<file path="src/ordered_point_list_core_assert.svh">
// Assertion macros shared by the ordered point list core.
`ifndef ORDERED_POINT_LIST_CORE_ASSERT_SVH
`define ORDERED_POINT_LIST_CORE_ASSERT_SVH

// The consequent must hold in the same cycle as the antecedent.
`define OPL_ASSERT_NOW(lbl, ante, cons) \
	lbl: assert property (@(posedge clk) disable iff (!arst_n) (ante) |-> (cons)) \
		else $error("ordered point list check failed");

// The consequent must hold in the cycle after the antecedent.
`define OPL_ASSERT_NEXT(lbl, ante, cons) \
	lbl: assert property (@(posedge clk) disable iff (!arst_n) (ante) |=> (cons)) \
		else $error("ordered point list check failed");

`endif

</file>
<file path="src/opl_pkg.sv">
// Types, codes and defaults shared by the ordered point list core.
package opl_pkg;

	localparam int OPL_CAPACITY    = 64;
	localparam int OPL_COORD_WIDTH = 32;

	localparam int ACT_W   = 3;
	localparam int POS_W   = 7;
	localparam int COUNT_W = 7;
	localparam int PORT_CW = 32;

	localparam logic [ACT_W-1:0] ACT_APPEND = 3'd0;
	localparam logic [ACT_W-1:0] ACT_INSERT = 3'd1;
	localparam logic [ACT_W-1:0] ACT_REMOVE = 3'd2;
	localparam logic [ACT_W-1:0] ACT_READ   = 3'd3;
	localparam logic [ACT_W-1:0] ACT_CLEAR  = 3'd4;

	localparam logic [1:0] ST_DONE  = 2'd0;
	localparam logic [1:0] ST_FULL  = 2'd1;
	localparam logic [1:0] ST_RANGE = 2'd2;

	typedef struct packed {
		logic [ACT_W-1:0]          action;
		logic [POS_W-1:0]          position;
		logic signed [PORT_CW-1:0] x_coord;
		logic signed [PORT_CW-1:0] y_coord;
	} opl_in_t;

	typedef struct packed {
		logic [1:0]                status;
		logic                      found;
		logic signed [PORT_CW-1:0] read_x;
		logic signed [PORT_CW-1:0] read_y;
		logic [COUNT_W-1:0]        count;
	} opl_out_t;

	typedef struct packed {
		logic       load;
		logic       set_status;
		logic [1:0] status_code;
		logic       clr;
		logic       up;
		logic       dn;
		logic       put;
		logic       inc;
		logic       dec;
		logic       rd;
		logic       capture;
		logic       emit;
	} opl_cmd_t;

	typedef struct packed {
		logic [ACT_W-1:0] action;
		logic             full;
		logic             pos_over;
		logic             pos_out;
		logic             more_up;
		logic             more_dn;
		logic             out_free;
	} opl_stat_t;

endpackage

</file>
<file path="src/opl_ctrl.sv">
// Controller state machine that sequences each list operation.
module opl_ctrl import opl_pkg::*; (
	input  logic      clk,
	input  logic      arst_n,
	input  logic      req_valid,
	output logic      req_stall,
	input  opl_stat_t stat,
	output opl_cmd_t  cmd
);

	localparam logic [2:0] S_IDLE  = 3'd0;
	localparam logic [2:0] S_CHECK = 3'd1;
	localparam logic [2:0] S_UP    = 3'd2;
	localparam logic [2:0] S_PUT   = 3'd3;
	localparam logic [2:0] S_DN    = 3'd4;
	localparam logic [2:0] S_RDW   = 3'd5;
	localparam logic [2:0] S_DONE  = 3'd6;

	logic [2:0] state_q;
	logic [2:0] state_d;

	always_ff @(posedge clk or negedge arst_n) begin
		if (!arst_n) begin
			state_q <= S_IDLE;
		end else begin
			state_q <= state_d;
		end
	end

	always_comb begin
		state_d = state_q;
		cmd     = '0;
		case (state_q)
			S_IDLE: begin
				if (req_valid) begin
					cmd.load = 1'b1;
					state_d  = S_CHECK;
				end
			end
			S_CHECK: begin
				state_d = S_DONE;
				case (stat.action)
					ACT_APPEND, ACT_INSERT: begin
						if (stat.full) begin
							cmd.set_status  = 1'b1;
							cmd.status_code = ST_FULL;
						end else if (stat.pos_over) begin
							cmd.set_status  = 1'b1;
							cmd.status_code = ST_RANGE;
						end else begin
							state_d = S_UP;
						end
					end
					ACT_REMOVE: begin
						if (stat.pos_out) begin
							cmd.set_status  = 1'b1;
							cmd.status_code = ST_RANGE;
						end else begin
							state_d = S_DN;
						end
					end
					ACT_READ: begin
						if (stat.pos_out) begin
							cmd.set_status  = 1'b1;
							cmd.status_code = ST_RANGE;
						end else begin
							cmd.rd  = 1'b1;
							state_d = S_RDW;
						end
					end
					ACT_CLEAR: begin
						cmd.clr = 1'b1;
					end
					default: begin
					end
				endcase
			end
			S_UP: begin
				cmd.up = 1'b1;
				if (!stat.more_up) begin
					state_d = S_PUT;
				end
			end
			S_PUT: begin
				cmd.put = 1'b1;
				cmd.inc = 1'b1;
				state_d = S_DONE;
			end
			S_DN: begin
				cmd.dn = 1'b1;
				if (!stat.more_dn) begin
					cmd.dec = 1'b1;
					state_d = S_DONE;
				end
			end
			S_RDW: begin
				cmd.capture = 1'b1;
				state_d     = S_DONE;
			end
			S_DONE: begin
				if (stat.out_free) begin
					cmd.emit = 1'b1;
					state_d  = S_IDLE;
				end
			end
			default: begin
				state_d = S_IDLE;
			end
		endcase
	end

	assign req_stall = (state_q != S_IDLE);

endmodule

</file>
<file path="config.mk">
export PLATFORM = sky130hd
export DESIGN_NAME = opl_ctrl
export DESIGN_NICKNAME = d
export VERILOG_FILES = /design/src/ordered_point_list_core_assert.svh /design/src/opl_pkg.sv /design/src/opl_ctrl.sv
export SDC_FILE = /design/constraint.sdc
export NUM_CORES = 1
export LEC_CHECK = 0
export BUFFER_PORTS_ARGS = -buffer_cell sky130_fd_sc_hd__buf_2
export CAP_MARGIN = 20
export CORE_AREA = 2 2 39 41
export CTS_BUF_LIST = sky130_fd_sc_hd__clkbuf_4
export CTS_CLUSTER_SIZE = 16
export DETAILED_ROUTE_END_ITERATION = 8
export DIE_AREA = 0 0 41 43
export PLACE_DENSITY = 0.65
export SETUP_SLACK_MARGIN = 0.2
export SYNTH_ARGS = -nofsm -noshare
export SYNTH_HDL_FRONTEND = slang
export SYNTH_SLANG_ARGS = --single-unit
</file>
<file path="constraint.sdc">
create_clock -name clk -period 1 [get_ports clk]
set_input_delay 0.1 -clock clk [delete_from_list [all_inputs] [get_ports clk]]
set_output_delay 0.1 -clock clk [all_outputs]
set_load 0.005 [all_outputs]
</file>
==> results of run 1 <==
power breakdown:
| group | switching, mW | leakage, nW | internal, mW |
|---|---|---|---|
| Combinational | 0.501 | 0.318 | 0.814 |
| Clock | 0.0696 | 0.0184 | 0.177 |
| Sequential | 0.113 | 0.0344 | 0.190 |
| Total | 0.684 | 0.371 | 1.18 |
what timing repair did:
action,4_1_cts,5_1_grt
hold buffers,1,0
gates resized for setup,9,10
pin swaps,6,7
setup endpoints to repair,17,17
buffers inserted,2,4
hold endpoints to repair,3,0
cells by family (layout without fill, tap and decap cells):
family                 after synthesis  after routing  synth area share [%]
flip-flops                           3              3                  23.2
multiplexers                         1              1                  3.09
AND/OR/NAND/NOR                     27             27                  51.0
AO/OA/AOI/OAI                        7              7                  16.6
buffers and inverters                4             46                  6.18
metrics by stage:
| stage | utilization (%) | power, mW | TNS (ns) | cell area, µm² |
|---|---|---|---|---|
| after floorplan | - | 0.795 | -0.0511 | 355 |
| after global placement | 38.9 | 1.15 | -0.479 | 538 |
| after detailed placement | 38.9 | 1.17 | -0.776 | 538 |
| after CTS | 45.8 | 1.61 | -4.07 | 633 |
| after global routing | 51.1 | 2.01 | -5.49 | 707 |
| final | 51.1 | 1.87 | -4.37 | 707 |
worst max-delay path, cell delays in order (launching register included):
cell and delay [ns]:
dfrtp_2 0.44, or3_4 0.40, nor2_2 0.08, buf_2 0.11
cell type report:
type	count	share of cell area, %
Sequential cell	3	11.0
Inverter	2	1.42
Tap cell	16	2.83
Multi-Input combinational cell	35	41.2
Clock buffer	4	4.25
Timing Repair Buffer	40	39.3
per-layer routing:
| metal | track usage, % | wire [µm] |
|---|---|---|
| met1 | 15.5 | 424 |
| met2 | 19.7 | 578 |
| met5 | 0 | 0 |
| met3 | 8.38 | 89 |
| met4 | 2.00 | 0 |
cell usage after synthesis (all sizes together):
master and number:
o2bb2ai 1, nor2 11, nor3b 1, and4b 1, buf 2, mux2i 1, nor3 3, and2 2
o21ai 1, inv 2, a22oi 1, nor2b 2, nand2 5, a21o 1, a22o 1, o211ai 1
dfrtp 3, a211o 1, nand2b 1, or3 1
worst max path at each step:
stage                                      start  slack [ns]       to  depth (start not counted)
after global placement    state_q[1]$_DFFE_PN0P_       -0.11  cmd[12]                          3
after detailed placement  state_q[1]$_DFFE_PN0P_       -0.14  cmd[12]                          3
after CTS                 state_q[2]$_DFFE_PN0P_       -0.34  cmd[12]                          3
final                     state_q[2]$_DFFE_PN0P_       -0.36  cmd[12]                          3
after global routing      state_q[0]$_DFFE_PN0P_       -0.42   cmd[9]                          4
after floorplan           state_q[2]$_DFFE_PN0P_       -0.05  cmd[12]                          2
==> results.cfg, run 1 <==
[die]
die_h_um = 43
design.die.area_um2 = 1760
die_width_um = 41
coreArea_um2 = 1380
rows = 14
start_util_pct = 23.4
io_pins = 26

[power]
power_density_nw_per_um2 = 2640
ir_drop_v = 0.00118
p_leak_nw = 0.371

[final_layout]
top_register = state_q
final_cell_mix = buf_2 (22), buf_4 (9), buf_6 (8), nor2_1 (6)
drive_gt1_share_pct = 76.2
largest_register_ffs = 3
multi_input_area_um2 = 292
reg.largest.list = state_q (3)
layout_commonest_cell = buf_2
area_growth_pct = 118
layout.area.seq_um2 = 77.6
fillers = 131
finalNonFillerCells = 100
nets = 97
antennaDiodeCount = 0

[worst_setup_path]
worst-setup-path-type = reg -> out
r2r_setup_slack_ns = -0.15
critPathRequiredTime_ns = 0.90
arrival_ns = 1.26
end_kind = output port
cp_max_fo = 4
reg2reg_depth = 4
r2r-start = state_q[1]$_DFFE_PN0P_
crit_path_start_kind = flop
reg2reg_to = state_q[2]$_DFFE_PN0P_

[synth]
ys_types = 25
yosysSeqAreaShare_pct = 23.2
netlist_area_um2 = 324
yosys.area.top_type = dfrtp_1
synth_warnings = 0
synth_cells = 42
yosys-top-cells-area = dfrtp_1 (23%), nor2_1 (12%), nor3_2 (6.2%)
netlist.area_leader.share_pct = 23.2
yosys_register_bits = 3
synth_area_per_cell_um2 = 7.72
syn_nets = 54

[global_route]
grt_pass1_vias = 383
grt_pass1_wl_um = 1550
overflow = 0
grt_start_max_net_pins = 8
antenna_found_initial = 0
grt_usage_pct = 13.1

[timing]
report.final.slew_viol_count = 0
finalSetupViolCount = 17
hold_slack_ns = 0.120
tightestPinTransition_ns = 0.213
final.setup.worst_slack_ns = -0.363
max_freq_mhz = 734
fin_crit_sh_pct = 136
final-hold-violation-count = 0
rsz0062_at_grt = yes
max_slew_margin_pct = 85.8
fin_crit_ns = 1.36
skew_ns = 0.000841

[route]
via_per_inst = 4.54
firstDrtPassIters = 2
wl_per_cell_um = 10.9
ant_nets = 0
vias = 454
drc = 0
drt_wl_total_um = 1090
drt_iter0_markers = 2

[clock_network]
clk_latency_ns = 0.23
clkTransAtPathRegs_ns = 0.04
cts_tree = yes
clock_path_buffers = 2
h-tree-depth = 1
cts.sinks = 3
numCtsBuffers = 3
cts_root_buf = clkbuf_4

[outcome]
status = finished, violations left
violations = setup timing

[min_path]
hold-path-endpoint = state_q[1]$_DFFE_PN0P_
hp-class = in -> reg
hold_depth = 2
min_from = stat[0]

[placed_design]
gp_congestion = 0.695
port_buffers = 25
detailed_place_hpwl_um = 790
post-place-ws_ns = -0.142
dp_cells = 89

[run]
max_cap_violations = 0
Note: power is estimated with default switching activity, not from simulation.
==> inputs of run 2 (changes only) <==
CTS_CLUSTER_SIZE = unset   (was 16)
SKIP_CTS_REPAIR_TIMING = 1   (was unset)
==> run 2 against run 1 <==
Critical endpoint unchanged. Non-clock buffer count down 1. Sequential power about the same. The flow still finishes with violations (setup timing). Largest power group unchanged. Wire length down 6.9%.
==> results.cfg, run 2 (same netlist as run 1, synthesis figures left out) <==
[outcome]
status = finished, violations left
violations = setup timing

[die]
start_util_pct = 23.4
coreArea_um2 = 1380
design.die.area_um2 = 1760
io_pins = 26
die_h_um = 43
die_width_um = 41
rows = 14

[final_layout]
nets = 96
largest_register_ffs = 3
post-route-util_pct = 49.3
area_growth_pct = 110
final_cell_mix = buf_2 (22), buf_6 (8), buf_4 (8), nor2_2 (6)
layout_commonest_cell = buf_2
antennaDiodeCount = 0
drive_gt1_share_pct = 77.1
reg.largest.list = state_q (3)
top_register = state_q
finalNonFillerCells = 99
fillers = 145

[placed_design]
port_buffers = 25
dp_cells = 89
gp_congestion = 0.695
post-place-ws_ns = -0.142
detailed_place_hpwl_um = 790

[worst_setup_path]
path_delay_family = flip-flops
reg2reg_to = state_q[2]$_DFFE_PN0P_
worst-setup-path-type = reg -> out
arrival_ns = 1.25
cp_num_buf_inv = 1
slowest_delay_ns = 0.47
r2r-start = state_q[1]$_DFFE_PN0P_
crit_path_cell_trace = or3_4 > nor2_2 > buf_2
critPathRequiredTime_ns = 0.90
end_kind = output port
reg2reg_depth = 4
critPathSlowestCell = dfrtp_2
crit_path_start_kind = flop
r2r_setup_slack_ns = -0.12
cp_max_fo = 8

[clock_network]
numCtsBuffers = 3
cts.sinks = 3
h-tree-depth = 1
clk_latency_ns = 0.23
cts_root_buf = clkbuf_4
clkTransAtPathRegs_ns = 0.04
cts_tree = yes
clock_path_buffers = 2

[global_route]
grt_start_max_net_pins = 9
grt_pass1_wl_um = 1490
use_met2_pct = 17.8
gr-usage-met3_pct = 8.38
overflow = 0
grt_usage_pct = 12.6
grt_pass1_vias = 364
antenna_found_initial = 0
use_met1_pct = 15.8
gr-max-usage-layer = met2

[power]
power.internal_mw = 1.13
switching_power_uw = 647
seqPwrFrac_pct = 17.0
p_leak_nw = 0.365
ir_drop_v = 0.00114
clockPowerShare_pct = 13.8
pwr-share-comb_pct = 69.2
power_density_nw_per_um2 = 2600
switching_share_pct = 36.5

[route]
wl_per_cell_um = 10.3
via_per_inst = 4.47
drc = 0
drt_iter0_markers = 6
ant_nets = 0
vias = 443
drt_wl_total_um = 1020
firstDrtPassIters = 2

[min_path]
min_from = stat[0]
hp-class = in -> reg
hold_depth = 2
hold-path-endpoint = state_q[1]$_DFFE_PN0P_

[run]
max_cap_violations = 0

[timing]
skew_ns = 0.000291
max_slew_margin_pct = 84.1
tightestPinTransition_ns = 0.237
rsz0062_at_grt = yes
fin_crit_ns = 1.35
finalSetupViolCount = 17
report.final.slew_viol_count = 0
final-hold-violation-count = 0
max_freq_mhz = 742
final.setup.worst_slack_ns = -0.347
fin_crit_sh_pct = 135
[run 2: per-stage QoR]
step	area, µm²	TNS (ns)	hold WS [ns]	power (mW)
global route	682	-5.03	0.0969	1.93
CTS	568	-4.35	-0.350	1.43
detailed placement	538	-0.776	-0.0960	1.17
floorplan	355	-0.0511	-0.196	0.795
finish	682	-3.94	0.109	1.77
global placement	538	-0.479	-0.102	1.15
[run 2: layer usage]
layer | share of wire (%) | vias to the layer above
met2 | 49 | 18
met3 | 8.2 | 0
met4 | 0 | 0
met5 | 0 | -
li1 | - | 227
met1 | 43 | 198
[run 2: layout make-up]
class                      instances  area (µm²)  area share (%)
timing repair buffer              39         270            39.6
clock buffer                       4        30.0            4.40
tap                               16        20.0            2.94
inverter                           2        10.0            1.47
multi-input combinational         35         274            40.2
sequential                         3        77.6            11.4
[run 2: power groups by stage]
stage | Combinational [mW] | Sequential (mW) | Clock [mW]
finish | 1.23 | 0.302 | 0.245
global route | 1.34 | 0.312 | 0.276
floorplan | 0.535 | 0.260 | 0
global placement | 0.874 | 0.281 | 0
detailed placement | 0.873 | 0.294 | 0
CTS | 0.881 | 0.290 | 0.256
[run 2: worst max-delay path by stage]
stage	start	end	slack [ns]	cells after the start
3_3_place_gp	state_q[1]$_DFFE_PN0P_	cmd[12]	-0.11	3
5_1_grt	state_q[0]$_DFFE_PN0P_	cmd[9]	-0.40	4
4_1_cts	state_q[1]$_DFFE_PN0P_	cmd[12]	-0.40	3
6_report	state_q[1]$_DFFE_PN0P_	cmd[12]	-0.35	3
2_1_floorplan	state_q[2]$_DFFE_PN0P_	cmd[12]	-0.05	2
3_5_place_dp	state_q[1]$_DFFE_PN0P_	cmd[12]	-0.14	3
[run 2: worst reg2reg max path, stage by stage (launching register included)]
cell and delay, ns:
dfrtp_2 0.47, nor2_4 0.14, buf_6 0.11, nand2_2 0.03
a22o_1 0.24
